**src/rtl/hfd_pkg.sv**
```systemverilog
package hfd_pkg;

   localparam int BYTE_W   = 8;
   localparam int WORD_W   = 16;
   localparam int TEMP_W   = 15;
   localparam int HUM_W    = 14;
   localparam int STATUS_W = 2;

   localparam logic [BYTE_W-1:0] CRC_POLY = 8'h31;
   localparam logic [BYTE_W-1:0] CRC_INIT = 8'hFF;

   // scale factors in hundredths, full scale is 2^16 - 1
   localparam int TEMP_SCALE  = 17500;
   localparam int TEMP_OFFSET = 4500;
   localparam int HUM_SCALE   = 10000;

   localparam int TEMP_MIN_CENTI = -4500;
   localparam int TEMP_MAX_CENTI = 13000;
   localparam int HUM_MAX_CENTI  = 10000;

   localparam logic [STATUS_W-1:0] STATUS_OK       = 2'd0;
   localparam logic [STATUS_W-1:0] STATUS_TEMP_BAD = 2'd1;
   localparam logic [STATUS_W-1:0] STATUS_HUM_BAD  = 2'd2;
   localparam logic [STATUS_W-1:0] STATUS_BOTH_BAD = 2'd3;

   function automatic logic [BYTE_W-1:0] crc8_byte(input logic [BYTE_W-1:0] crc,
                                                   input logic [BYTE_W-1:0] data);
      logic [BYTE_W-1:0] c;
      c = crc ^ data;
      for (int k = 0; k < BYTE_W; k++) begin
         c = c[BYTE_W-1] ? ((c << 1) ^ CRC_POLY) : (c << 1);
      end
      return c;
   endfunction

endpackage

```
**src/rtl/hfd_scale.sv**
```systemverilog
module hfd_scale (
   input  logic [hfd_pkg::WORD_W-1:0]        temp_word,
   input  logic [hfd_pkg::WORD_W-1:0]        hum_word,
   output logic signed [hfd_pkg::TEMP_W-1:0] temperature_centi,
   output logic [hfd_pkg::HUM_W-1:0]         humidity_centi
);
   import hfd_pkg::*;

   // floor(x / 65535) = (x + (x >> 16) + 1) >> 16 for quotients below 2^16
   logic [30:0] t_prod;
   logic [31:0] t_sum;
   logic [15:0] t_quo;
   logic [29:0] h_prod;
   logic [30:0] h_sum;
   logic [15:0] t_diff;

   assign t_prod = 31'(TEMP_SCALE) * {15'd0, temp_word};
   assign t_sum  = {1'b0, t_prod} + {17'd0, t_prod[30:16]} + 32'd1;
   assign t_quo  = t_sum[31:16];
   assign t_diff = t_quo - 16'(TEMP_OFFSET);
   assign temperature_centi = t_diff[TEMP_W-1:0];

   assign h_prod = 30'(HUM_SCALE) * {14'd0, hum_word};
   assign h_sum  = {1'b0, h_prod} + {17'd0, h_prod[29:16]} + 31'd1;
   assign humidity_centi = h_sum[16+HUM_W-1:16];

endmodule

```
**src/rtl/humidity_temp_frame_decoder_top.sv**
```systemverilog
// Decodes a six-byte temperature/humidity sensor reply (temperature word,
// CRC-8, humidity word, CRC-8, words high byte first) taken one byte per
// item, and emits one item after the sixth byte: temperature and humidity
// in hundredths, with a CRC status; both values are zero when a CRC fails.
// req_frame_start marks the first byte and resynchronizes. One byte is
// taken every cycle while req_stall is low; the result is set by the
// result register and appears in the cycle after the sixth byte is taken.
// req_stall rises only while a result is held and rsp_stall is high.
module humidity_temp_frame_decoder_top (
   input  logic                              clock,
   input  logic                              reset,
   input  logic                              req_valid,
   output logic                              req_stall,
   input  logic [hfd_pkg::BYTE_W-1:0]        req_rx_byte,
   input  logic                              req_frame_start,
   output logic                              rsp_valid,
   input  logic                              rsp_stall,
   output logic signed [hfd_pkg::TEMP_W-1:0] rsp_temperature_centi,
   output logic [hfd_pkg::HUM_W-1:0]         rsp_humidity_centi,
   output logic [hfd_pkg::STATUS_W-1:0]      rsp_status
);
   import hfd_pkg::*;

   typedef enum logic [5:0] {
      ST_T_HI  = 6'b000001,
      ST_T_LO  = 6'b000010,
      ST_T_CRC = 6'b000100,
      ST_H_HI  = 6'b001000,
      ST_H_LO  = 6'b010000,
      ST_H_CRC = 6'b100000
   } byte_state_type;

   byte_state_type        state_ff, state_in, cur_state;
   logic [BYTE_W-1:0]     crc_ff, crc_in;
   logic [WORD_W-1:0]     temp_word_ff, temp_word_in;
   logic [WORD_W-1:0]     hum_word_ff, hum_word_in;
   logic                  temp_bad_ff, temp_bad_in;
   logic                  rsp_valid_ff, rsp_valid_in;
   logic signed [TEMP_W-1:0] temp_ff, temp_in;
   logic [HUM_W-1:0]      hum_ff, hum_in;
   logic [STATUS_W-1:0]   status_ff, status_in;
   logic                  accept;
   logic                  emit;
   logic                  hum_bad;
   logic signed [TEMP_W-1:0] scaled_temp;
   logic [HUM_W-1:0]      scaled_hum;

   hfd_scale u_scale (
      .temp_word         (temp_word_ff),
      .hum_word          (hum_word_ff),
      .temperature_centi (scaled_temp),
      .humidity_centi    (scaled_hum)
   );

   assign req_stall = rsp_valid_ff & rsp_stall;
   assign accept    = req_valid & ~req_stall;
   assign cur_state = req_frame_start ? ST_T_HI : state_ff;
   assign hum_bad   = (crc_ff != req_rx_byte);

   always_comb begin
      state_in     = state_ff;
      crc_in       = crc_ff;
      temp_word_in = temp_word_ff;
      hum_word_in  = hum_word_ff;
      temp_bad_in  = temp_bad_ff;
      emit         = 1'b0;
      if (accept) begin
         case (cur_state)
            ST_T_LO: begin
               crc_in       = crc8_byte(crc_ff, req_rx_byte);
               temp_word_in = {temp_word_ff[WORD_W-1:BYTE_W], req_rx_byte};
               state_in     = ST_T_CRC;
            end
            ST_T_CRC: begin
               temp_bad_in = (crc_ff != req_rx_byte);
               crc_in      = CRC_INIT;
               state_in    = ST_H_HI;
            end
            ST_H_HI: begin
               crc_in      = crc8_byte(CRC_INIT, req_rx_byte);
               hum_word_in = {req_rx_byte, hum_word_ff[BYTE_W-1:0]};
               state_in    = ST_H_LO;
            end
            ST_H_LO: begin
               crc_in      = crc8_byte(crc_ff, req_rx_byte);
               hum_word_in = {hum_word_ff[WORD_W-1:BYTE_W], req_rx_byte};
               state_in    = ST_H_CRC;
            end
            ST_H_CRC: begin
               emit     = 1'b1;
               crc_in   = CRC_INIT;
               state_in = ST_T_HI;
            end
            default: begin
               crc_in       = crc8_byte(CRC_INIT, req_rx_byte);
               temp_word_in = {req_rx_byte, temp_word_ff[BYTE_W-1:0]};
               state_in     = ST_T_LO;
            end
         endcase
      end
   end

   always_comb begin
      rsp_valid_in = rsp_valid_ff & rsp_stall;
      temp_in      = temp_ff;
      hum_in       = hum_ff;
      status_in    = status_ff;
      if (emit) begin
         rsp_valid_in = 1'b1;
         status_in    = {hum_bad, temp_bad_ff};
         if (status_in == STATUS_OK) begin
            temp_in = scaled_temp;
            hum_in  = scaled_hum;
         end else begin
            temp_in = '0;
            hum_in  = '0;
         end
      end
   end

   always_ff @(posedge clock) begin
      if (reset) begin
         state_ff     <= ST_T_HI;
         rsp_valid_ff <= 1'b0;
         crc_ff       <= CRC_INIT;
         temp_word_ff <= '0;
         hum_word_ff  <= '0;
         temp_bad_ff  <= 1'b0;
      end else begin
         state_ff     <= state_in;
         rsp_valid_ff <= rsp_valid_in;
         crc_ff       <= crc_in;
         temp_word_ff <= temp_word_in;
         hum_word_ff  <= hum_word_in;
         temp_bad_ff  <= temp_bad_in;
      end
   end

   always_ff @(posedge clock) begin
      temp_ff      <= temp_in;
      hum_ff       <= hum_in;
      status_ff    <= status_in;
   end

   assign rsp_valid             = rsp_valid_ff;
   assign rsp_temperature_centi = temp_ff;
   assign rsp_humidity_centi    = hum_ff;
   assign rsp_status            = status_ff;

endmodule

```
**config.mk**
```make
export PLATFORM = sky130hd
export DESIGN_NAME = humidity_temp_frame_decoder_top
export DESIGN_NICKNAME = d
export VERILOG_FILES = /design/src/rtl/hfd_pkg.sv /design/src/rtl/hfd_scale.sv /design/src/rtl/humidity_temp_frame_decoder_top.sv
export SDC_FILE = /design/constraint.sdc
export NUM_CORES = 1
export LEC_CHECK = 0
export BUFFER_PORTS_ARGS = -buffer_cell sky130_fd_sc_hd__buf_2
export CAP_MARGIN = 40
export CORE_MARGIN = 2
export CORE_UTILIZATION = 55
export CTS_CLUSTER_DIAMETER = 80
export DETAILED_ROUTE_END_ITERATION = 10
export GPL_TIMING_DRIVEN = 0
export HOLD_SLACK_MARGIN = 0.15
export PLACE_DENSITY_LB_ADDON = 0.2
export SLEW_MARGIN = 30
export SYNTH_ARGS = -nofsm -noshare
export SYNTH_HDL_FRONTEND = slang
export SYNTH_SLANG_ARGS = --single-unit
```
**constraint.sdc**
```tcl
create_clock -name clock -period 8.32 [get_ports clock]
set_input_delay 0.832 -clock clock [delete_from_list [all_inputs] [get_ports clock]]
set_output_delay 0.832 -clock clock [all_outputs]
set_load 0.005 [all_outputs]
```
== After elaboration in Yosys (flattened, before gate mapping) ==
Index checks and enable logic that the tools add are counted.

* Input bits: 13
* Output and inout bits: 33
* Flip-flop bits (word level): 79
* Logic and storage cells: 82

* Mux-type cells: 24
* Reductions and logical operators: 9
* Multiply operators: 2
* Bitwise operators: 25
* Equality and inequality tests: 6
* $add $sub $neg: 5

{| class="wikitable"
|+ Operator list
! kind !! count
|-
| $mux W6 || 17
|-
| $pmux W16 S2 || 2
|-
| $not A3 Y3 || 16
|-
| $add A31 B1 Y31 const B || 1
|-
| $add A31 B15 Y31 || 1
|-
| $add A30 B1 Y30 const B || 1
|-
| $add A30 B14 Y30 || 1
|-
| $pmux W6 S5 || 1
|-
| $mul A13 B16 Y29 const A || 1
|-
| $mul A10 B16 Y26 const A || 1
|-
| $pmux W8 S2 || 1
|-
| $sub A15 B13 Y15 const B || 1
|-
| $reduce_and A3 Y1 || 4
|-
| $ne A8 B8 Y1 || 1
|-
| $not A8 Y8 || 1
|-
| $xor A8 B8 Y8 || 1
|-
| $eq A6 B2 Y1 const B || 1
|-
| $eq A6 B3 Y1 const B || 1
|-
| $eq A6 B4 Y1 const B || 1
|-
| $eq A6 B5 Y1 const B || 1
|-
| $eq A6 B6 Y1 const B || 1
|-
| $not A1 Y1 || 5
|-
| $reduce_or A2 Y1 || 2
|-
| $reduce_or A4 Y1 || 1
|-
| 4 further kinds || 7
|}

== Longest topological paths before layout ==
Gate-level depths: netlist of the first run.

* Word-level depth: 18
* Mapped depth: 35
* Mapped depth without buffers: 34

== Modules after synthesis ==
Synthesis of the first run repeated with hierarchy kept, for this count alone.

* Cells, all modules: 1205
* Area, all modules: 10819.1 um2

{| class="wikitable"
|+ Modules (own cells, without submodules)
! module !! cells each !! area each (um2) !! seq. area each (um2) !! times used
|-
| hfd_scale || 888 || 7389.6 || 0.0 || 1
|-
| humidity_temp_frame_decoder_top || 317 || 3429.5 || 1891.8 || 1
|}

== Least setup slack after synthesis of the first run ==
OpenSTA, ideal clock, no wires.

* Kind: register to register
* Start: register temp_word_ff[10]
* End: register temp_ff[14] (netlist: rsp_temperature_centi[14]), data pin
* Period minus slack after synthesis: 7657 ps
* Library setup time: 262 ps
* Arrival time: 7395 ps
* Buffers on the path: 1
* Stages on the path, launching flop included: 36
* Setup slack: 663 ps
* Data required time: 8058 ps
* Cell sequence: dfxtp_1 ha_1 inv_1 fa_1 inv_1 ha_1 fa_1 inv_1 fa_1 inv_1 ha_1 buf_2 a21o_1 a31oi_1 a31o_2 o31ai_1 a211oi_1 o31ai_1 a21oi_1 o21bai_1 a21oi_1 xnor2_1 ha_1 o2111ai_1 nor3_1 o21ai_0 a2111o_1 a211oi_1 a21oi_1 or2_2 ha_1 inv_1 maj3_1 o21ai_1 o21bai_1 mux2_1

* Cells in the longest elaborated chain, start to end: 4

{| class="wikitable"
|+ Ends and longest elaborated chain
! element !! RTL line !! text
|-
| from (decl) || humidity_temp_frame_decoder_top.sv:35 || <nowiki>logic [WORD_W-1:0] temp_word_ff, temp_word_in;</nowiki>
|-
| from (signal assigned) || humidity_temp_frame_decoder_top.sv:133 || <nowiki>temp_word_ff <= temp_word_in;</nowiki>
|-
| $mul A13 B16 Y29 || hfd_scale.sv:17 || <nowiki>assign t_prod = 31'(TEMP_SCALE) * {15'd0, temp_word};</nowiki>
|-
| $add A31 B15 Y31 || hfd_scale.sv:18 || <nowiki>assign t_sum = {1'b0, t_prod} + {17'd0, t_prod[30:16]} + 32'd1;</nowiki>
|-
| $add A31 B1 Y31 || hfd_scale.sv:18 ||
|-
| $sub A15 B13 Y15 || hfd_scale.sv:20 || <nowiki>assign t_diff = t_quo - 16'(TEMP_OFFSET);</nowiki>
|-
| to (signal assigned) || humidity_temp_frame_decoder_top.sv:140 || <nowiki>temp_ff <= temp_in;</nowiki>
|-
| to (decl) || humidity_temp_frame_decoder_top.sv:39 || <nowiki>logic signed [TEMP_W-1:0] temp_ff, temp_in;</nowiki>
|}

No other way between the ends.
A chain may end at the register's enable or synchronous reset.

== Worst setup path in the final report of the first run ==
* Start: register temp_word_ff[9]
* End: register temp_ff[14] (netlist: rsp_temperature_centi[14]), data pin

The elaborated chain is that of the path after synthesis.

==> results, run 1 <==
- The number of rows in the core area is 51.
- Setup slack on the worst reg-to-reg path comes out at 350 ps.
- In this design, the stage delay of the slowest critical-path cell is between 500 and 600 ps.
- After layout, the worst setup slack is 347.2 ps.
- The detailed router finished its first iteration with ~440 violations.
- The number of nets in the layout is roughly 1600.
- Max-cap violations in this run came to 0.
- The most used flip-flop cell after synthesis is sky130_fd_sc_hd__dfxtp_1.
- The synthesized cell area is about 11000 sq um.
- The path class of the tightest hold or removal check is reg2reg.
- The cell leakage power is 0.006047 uW.
- The minimum hold slack is approximately 480 ps.
- For this design the ratio of total power to cell area is between 100 and 150 nW/um^2.
- During I/O placement, the number of pins put on the boundary was 46.
- The count of endpoints failing hold in the final timing report was 0.
- The die footprint is roughly 21000 sq um.
- By area the synthesized netlist is led by sky130_fd_sc_hd__ha_1 (22%), sky130_fd_sc_hd__fa_1 (15%), sky130_fd_sc_hd__dfxtp_1 (9.0%).
- The initial antenna violation count is 0.
- In this run, synthesis inferred 31 flip-flops with an integrated enable.
- For this run, the detailed router's first-pass iteration total came to 5.
- The register cell area after layout is 1919 sq um.
- In this run the worst setup path terminates at rsp_temperature_centi[14].
- The share of synthesized flip-flops with an asynchronous set or reset is 0.
- In the finished design, the share of the clock period the worst path needs comes to 0.9583.
- Clock-pin slew was measured on the worst setup and hold paths at approximately 70 ps.
- The top cell type by total area after synthesis is sky130_fd_sc_hd__ha_1.
- The total of fill cells in the finished design is around 1700.
- The total number of H-tree levels is 3.
- The total grt overflow is 0.
- The global-route wire length before repair is ~38000 um.
- After detailed routing, the number of vias per cell comes to around 5.4.
- Entering global routing, the biggest net connects 18 pins.
- The top cell type's share of synthesized area is 0.2215.
- The critical setup path kind is reg2reg.
- Compared with the post-synthesis result, the final layout area differs by 10.33%.
- STA classifies the critical path endpoint as a register.
- The multi-input combinational cells in the finished layout cover a total of between 7000 and 8000 sq um.
- Based on the critical path, the design can be clocked at up to approximately 130 MHz.
- The starting density of the core is 0.5551.
- The routability congestion estimate from global placement is ~0.9.
- TritonCTS built the clock tree.
- The average detailed-routed wire length per instance is between 10 and 15 um.
- Input and output buffers added on the ports amount to 38.
- The area of the core is 19330 sq um.
- The aggregate routed wire length is 22780 um.
- The most numerous cell in the Yosys netlist is sky130_fd_sc_hd__inv_1.
- The total number of vias is around 8300.
- The antenna cell count is 0.
- The startpoint class of the critical path is a register.
- The relative slew slack is 0.4538.
- After clock tree synthesis, the flow added hold-fix buffers numbering 0.
- The via count of the first global-routing pass is 7704.
- Counting every net in the synthesized netlist gives between 1000 and 1500.
- In the final layout, the share of cells above drive strength 1 is 0.1057.
- Ranked by instance count, the synthesized netlist is headed by sky130_fd_sc_hd__inv_1 (241), sky130_fd_sc_hd__ha_1 (190), sky130_fd_sc_hd__nor2_1 (89).
- From bottom edge to top edge, the die measures between 100 and 150 um.
- The slowest stage of the critical path belongs to the cell sky130_fd_sc_hd__or4_4.
- At the placement stage, the worst setup path has a slack of -317.3 ps.
- In this run the critical register-to-register path is launched from temp_word_ff[9].
- The number of placed instances, taps included, is ~1500.
- The gate count after technology mapping is roughly 1200.
- The slew at the pin closest to its max-slew limit is slightly above 800 ps.
- Along the worst path, the maximum fanout reaches 7.
- The total count of max-transition violations in the final report came to 0.
- Setup violations remaining at the end of the flow were counted as 0.
- In this run the clock root is driven by a sky130_fd_sc_hd__clkbuf_16.
- Across every metal layer, demand over resource in global routing totals 0.2296.
- The detail route stage leaves a number of antenna-violating nets equal to 0.
- The run finished with clean final reports.
- The Yosys warning count is 0.
- In this design, the critical path's most frequently occurring cell is sky130_fd_sc_hd__ha_1.
- The final worst clock skew is 10.69 ps.
- The number of clock buffers inserted by TritonCTS is 9.
- The wire-length estimate of the detail-placed layout is roughly 19000 um.
- The post-synthesis cell type count is 74.
- The minimum clock period is between 7000 and 8000 ps.
- The post-detailed-route DRC marker count is 0.
- After synthesis, the mean cell area works out to just under 9 sq um.
- The count of cells in the finished layout, fillers not included, comes to between 1500 and 2000.
- Data arrives at the worst endpoint at 8070 ps.
- The clock net in this run drives a total of 79 sinks.
- The hold path startpoint is temp_bad_ff.
- The number of storage elements in the synthesis netlist is between 70 and 80.
- Clock latency on the worst-skew pair, taken at its later pin, is around 360 ps.
- The worst setup path startpoint is temp_word_ff[9].
- The share of the Yosys chip area taken by registers is 0.1763.
- The clock passes through at most 2 buffers.
- The die width is 143.7 um.
- For the worst flop-to-flop path, the logic depth is 31.
- The data required time of the worst path is ~8400 ps.
- IR analysis of the VDD net gives a maximum drop of between 0.0001 and 0.00015 V.
- The endpoint identified for the worst register-to-register timing path is rsp_temperature_centi[14].
[repair_timing]
| action | CTS | global route |
|---|---|---|
| pin swaps | 0 | 11 |
| setup buffers | 0 | 6 |
| resized for setup | 9 | 42 |
| setup endpoints to repair | 4 | 9 |
[critical path: cells and delay by family, from the launching register on]
family	cells	cell delay, ps
AOI/OAI and AO/OA	10	1920
xor gates and xnor gates	1	170
adders and majority gates	9	3150
buffers and inverters	4	330
DFF	1	400
muxes	1	340
and+or+nand+nor	6	1420
[layout make-up]
class                   instances  area share
flip-flops and latches         79      0.1621
plain buffers                  30     0.01067
clock buffers                   9     0.01902
clock inverters                 7    0.006023
well taps                     265     0.02800
multi-input cells             862      0.6751
repair buffers                 49     0.02272
inverters                     241     0.07639
[per-stage QoR]
step	setup TNS (ps)	total power, uW	utilization	area (sq um)
floorplan	0	781.7	-	10730
global placement	-482.7	870.8	0.5821	11250
detailed placement	-504.4	878.7	0.5840	11290
CTS	0	1287	0.6008	11620
global route	-56.78	1389	0.6124	11840
finish	0	1306	0.6124	11840
[layout by cell type (no fill, tap or decap), drive strengths merged, types with 35 or more instances in the layout]
cell type,Yosys,routed
buf,6,53
inv,241,247
nor2,89,89
ha,190,190
nand2,42,42
mux2i,35,35
dfxtp,48,48
xnor2,54,54
xor2,42,42
clkbuf,25,35
a21oi,58,58
o21ai,46,46
fa,80,80
[metal layers]
metal  part of all wire  GRT usage  vias to the layer above
li1                   -          -                     4191
met2               0.45     0.3637                      169
met3              0.038    0.03166                       25
met1               0.49     0.3340                     3898
met4              0.014    0.05108                        0
met5                  0          0                        -
[where the power goes]
part / internal (uW) / switching (uW)
clock: 213 / 192
combinational: 198 / 281
sequential: 407 / 15.6
[how the worst min path moves through the flow]
stage | depth (start not counted) | slack (ps) | to
floorplan | 0 | 420 | rsp_status[0]
global placement | 0 | 450 | rsp_status[0]
detailed placement | 0 | 450 | rsp_status[0]
CTS | 0 | 470 | rsp_status[0]
global route | 0 | 490 | rsp_status[0]
finish | 0 | 480 | rsp_status[0]
[cells by family (layout without fill, tap and decap cells)]
logic type,Yosys count,after routing,synth area share
AOI/OAI and AO/OA,202,202,0.1240
and+or+nand+nor,256,256,0.1187
buffers and inverters,272,336,0.09629
xor gates and xnor gates,96,96,0.07834
adders and majority gates,271,271,0.3716
DFF,79,79,0.1763
muxes,37,37,0.03474
[state kept, by name, summed over array words and instances, names as in the netlist]
register,cells
rsp_status,2
temp_word_ff,16
crc_ff,8
hum_word_ff,16
rsp_humidity_centi,14
temp_bad_ff,1
rsp_valid,1
rsp_temperature_centi,15
state_ff,6
(Power assumes the default switching activity.)
==> inputs of run 2 (changes only) <==
--- a/config.mk
+++ b/config.mk
@@ -5,10 +5,13 @@
 export SDC_FILE = /design/constraint.sdc
 export NUM_CORES = 1
 export LEC_CHECK = 0
+export ABC_AREA = 1
 export BUFFER_PORTS_ARGS = -buffer_cell sky130_fd_sc_hd__buf_2
 export CAP_MARGIN = 40
+export CELL_PAD_IN_SITES_DETAIL_PLACEMENT = 1
+export CELL_PAD_IN_SITES_GLOBAL_PLACEMENT = 1
 export CORE_MARGIN = 2
-export CORE_UTILIZATION = 55
+export CORE_UTILIZATION = 48
 export CTS_CLUSTER_DIAMETER = 80
 export DETAILED_ROUTE_END_ITERATION = 10
 export GPL_TIMING_DRIVEN = 0
==> results, run 2 <==
- The post-detailed-route DRC marker count is 0 (unchanged).
- The die width is 160.5 um (was 143.7 um).
- The sequential cell area fraction in the yosys report is 0.1610 (was 0.1763).
- The initial antenna violation count was 0 (unchanged).
- The synthesis-to-finish area growth was 8.241% (was 10.33%).
- Leading post-synthesis cells by instance count: sky130_fd_sc_hd__inv_1 (375), sky130_fd_sc_hd__nand2_1 (306), sky130_fd_sc_hd__ha_1 (190) (was sky130_fd_sc_hd__inv_1 (241), sky130_fd_sc_hd__ha_1 (190), sky130_fd_sc_hd__nor2_1 (89)).
- The length of the first detailed-routing pass in iterations is 5 (unchanged).
- The number of setup buffers added after CTS is 0 (unchanged).
- The highest attainable clock frequency is 136.1 MHz (was 125.4 MHz).
- The most numerous cell in the Yosys netlist was sky130_fd_sc_hd__inv_1 (unchanged).
- Result of the run: complete, no violations (unchanged).
- The aggregate routed wire length came to 32700 um (was 22780 um).
- The minimum clock period was 7350 ps (was 7973 ps).
- The setup-violating endpoint count in the final report is 0 (unchanged).
- The relative slew slack was 0.5523 (was 0.4538).
- The number of clock buffers inserted by TritonCTS was 9 (unchanged).
- The synthesized area per cell is 7.250 sq um (was 8.848 sq um).
- The number of max-cap violations is 0 (unchanged).
- The placed standard-cell area is 12390 sq um (was 11290 sq um).
- The cell leakage power is 0.007085 uW (was 0.006047 uW).
- The clock root buffer is sky130_fd_sc_hd__clkbuf_16 (unchanged).
- The global-route wire length before repair is 54990 um (was 37590 um).
- The cell count after placement is 1985 (was 1521).
- The synthesized cell area came to 11750 sq um (was 10730 sq um).
- The data required time of the worst path is 8420 ps (about the same).
- The largest incremental delay on the critical path is 610 ps (was 580 ps).
- The filler-free cell count of the finished design is 2001 (was 1542).
- The worst path arrival time is 7450 ps (was 8070 ps).
- The post-CTS resize count was 0 (was 9).
- The minimum hold slack is 467.1 ps (was 483.1 ps).
- The top cell type by total area after synthesis was sky130_fd_sc_hd__ha_1 (unchanged).
- The ratio of cells with drive above 1 in the final layout is 0.07215 (was 0.1057).
- The largest buffer count on any clock path is 2 (unchanged).
- The number of DRC markers after the initial detailed-route iteration came to 385 (was 437).
- The number of clock sinks seen by CTS was 79 (unchanged).
- The register cell area after layout is 1892 sq um (was 1919 sq um).
- The Yosys warning count is 0 (unchanged).
- The source-to-sink clock delay at the later pin of the worst-skew pair is 350 ps (was 360 ps).
- The gate count after technology mapping is 1621 (was 1213).
- The setup TNS was 0 ps (unchanged).
- The average via count per standard cell came to 5.292 (was 5.372).
- The I/O pin total is 46 (unchanged).
- The count of endpoints failing hold in the final timing report came to 0 (unchanged).
- The pin count of the biggest net entering global routing was 29 (was 18).
- The count of port buffers added during placement was 39 (was 38).
- The die footprint is 25750 sq um (was 20650 sq um).
- The number of rows in the core area was 57 (was 51).
- Ranking of synthesized cells by area: sky130_fd_sc_hd__ha_1 (20%), sky130_fd_sc_hd__fa_1 (14%), sky130_fd_sc_hd__inv_1 (12%) (was sky130_fd_sc_hd__ha_1 (22%), sky130_fd_sc_hd__fa_1 (15%), sky130_fd_sc_hd__dfxtp_1 (9.0%)).
- The area of the core was 24180 sq um (was 19330 sq um).
- The most used flip-flop cell after synthesis is sky130_fd_sc_hd__dfxtp_1 (unchanged).
- The total grt overflow is 0 (unchanged).
- The post-detailed-placement half-perimeter wirelength was 28030 um (was 18610 um).
- The total count of max-transition violations in the final report came to 0 (unchanged).
- The most common cell after layout, fill and taps aside is sky130_fd_sc_hd__inv_1 (unchanged).
- The net count after synthesis was 1904 (was 1496).
- The worst hold path class is reg2reg (unchanged).
- Most frequent cells in the layout: sky130_fd_sc_hd__inv_1 (375), sky130_fd_sc_hd__nand2_1 (306), sky130_fd_sc_hd__ha_1 (190) (was sky130_fd_sc_hd__inv_1 (241), sky130_fd_sc_hd__ha_1 (185), sky130_fd_sc_hd__nor2_1 (89)).
- The number of nets in the layout is 1955 (was 1555).
- The residual antenna-violating net count after detailed routing is 0 (unchanged).
- The total number of vias is 10590 (was 8283).
- The antenna cell count came to 0 (unchanged).
- The final worst clock skew is 14.27 ps (was 10.69 ps).
- The routability congestion estimate from global placement was 0.8990 (was 0.9037).
- The startpoint class of the critical path is a register (unchanged).
- The starting density of the core was 0.4861 (was 0.5551).
- The most used cell along the critical path is sky130_fd_sc_hd__nand2_1 (was sky130_fd_sc_hd__ha_1).
- The number of enable-type register cells in the synthesized netlist is 31 (unchanged).
- The highest fanout seen on the critical path is 7 (unchanged).
- The highest-delay cell along the critical path is sky130_fd_sc_hd__dfxtp_1 (was sky130_fd_sc_hd__or4_4).
- The multi-input combinational cell area is 8373 sq um (was 7994 sq um).
- The count of hold-fix buffers inserted at cts is 0 (unchanged).
- The TritonCTS clock tree was done (unchanged).
- The power density normalized to cell area is 144.1 nW/um^2 (was 110.3 nW/um^2).
- The post-route cell area is 12720 sq um (was 11840 sq um).
- The total routing usage reported by global routing came to 0.2632 (was 0.2296).
- The slew at the pin closest to its max-slew limit is 669.2 ps (was 806.6 ps).
- The chip height is 160.5 um (was 143.7 um).
- Setup repair after global routing left no endpoint under its margin.
- The worst-case vdd ir drop is 0.00007374 V (was 0.0001119 V).
- The post-synthesis cell type count came to 50 (was 74).
- The via count of the first global-routing pass is 11440 (was 7704).
- The total of fill cells in the finished design came to 3125 (was 1721).
- The top cell type's share of synthesized area is 0.2023 (was 0.2215).
- The average detailed-routed wire length per instance was 16.34 um (was 14.77 um).
- The share of synthesized flip-flops with an asynchronous set or reset was 0 (unchanged).
- The critical setup path kind was reg2reg (unchanged).
- The utilization after layout is 0.5262 (was 0.6124).
- The clock transition at the registers of the reported paths came to 70 ps (about the same).
- The share of the cycle needed by the critical path after routing is 0.8834 (was 0.9583).
- The endpoint type of the worst setup path is a register (unchanged).
- The number of storage elements in the synthesis netlist is 79 (unchanged).
- The total number of H-tree levels is 3 (unchanged).
## run 2: critical path, delay by kind of cell, from the launching register on
kind,cells,cell delay (ps)
and+or+nand+nor,20,2120
buffers and inverters,7,510
DFF,1,610
adders and majority gates,8,3070
xor gates and xnor gates,1,470
AOI/OAI and AO/OA,2,330
## run 2: final timing paths
kind                            slack [ps]  cells past startpoint                         to       startpoint
worst min-delay path                   470                      0              rsp_status[0]      temp_bad_ff
worst max-delay path                   970                     38  rsp_temperature_centi[12]  temp_word_ff[9]
worst max register to register         970                     38  rsp_temperature_centi[12]  temp_word_ff[9]
worst min register to register         470                      0              rsp_status[0]      temp_bad_ff
## run 2: area by class of cell
type | count | share of cell area
multi-input cells | 1144 | 0.6582
clock buffers | 12 | 0.02193
clock inverters | 4 | 0.004229
repair buffers | 40 | 0.01751
flip-flops and latches | 79 | 0.1487
inverters | 381 | 0.1124
plain buffers | 17 | 0.005115
well taps | 324 | 0.03187
## run 2: cell families after synthesis
logic type,count (synthesis),synth area share
AOI/OAI and AO/OA,208,0.09859
buffers and inverters,398,0.1272
and+or+nand+nor,608,0.2315
adders and majority gates,270,0.3386
xor gates and xnor gates,58,0.04322
DFF,79,0.1610
## run 2: report_power, final
| part | leakage (uW) | internal, uW | switching, uW |
|---|---|---|---|
| combinational | 0.00623 | 294 | 671 |
| sequential | 0.000691 | 408 | 15.5 |
| clock | 0.000164 | 272 | 173 |
| total | 0.00708 | 974 | 859 |
## run 2: per-stage QoR
step	total power, uW	setup slack [ps]
2_1_floorplan	1132	2229
3_3_place_gp	1345	1171
3_5_place_dp	1389	1029
4_1_cts	1843	957.1
5_1_grt	1989	420.5
6_report	1833	970.3
## run 2: metal layers
| layer | wire [um] | up-vias | GRT usage |
|---|---|---|---|
| met5 | 0 | - | 0 |
| met4 | 814 | 0 | 0.08067 |
| met3 | 1020 | 64 | 0.02970 |
| met2 | 16870 | 160 | 0.4920 |
| met1 | 13990 | 5126 | 0.3153 |
| li1 | - | 5240 | - |
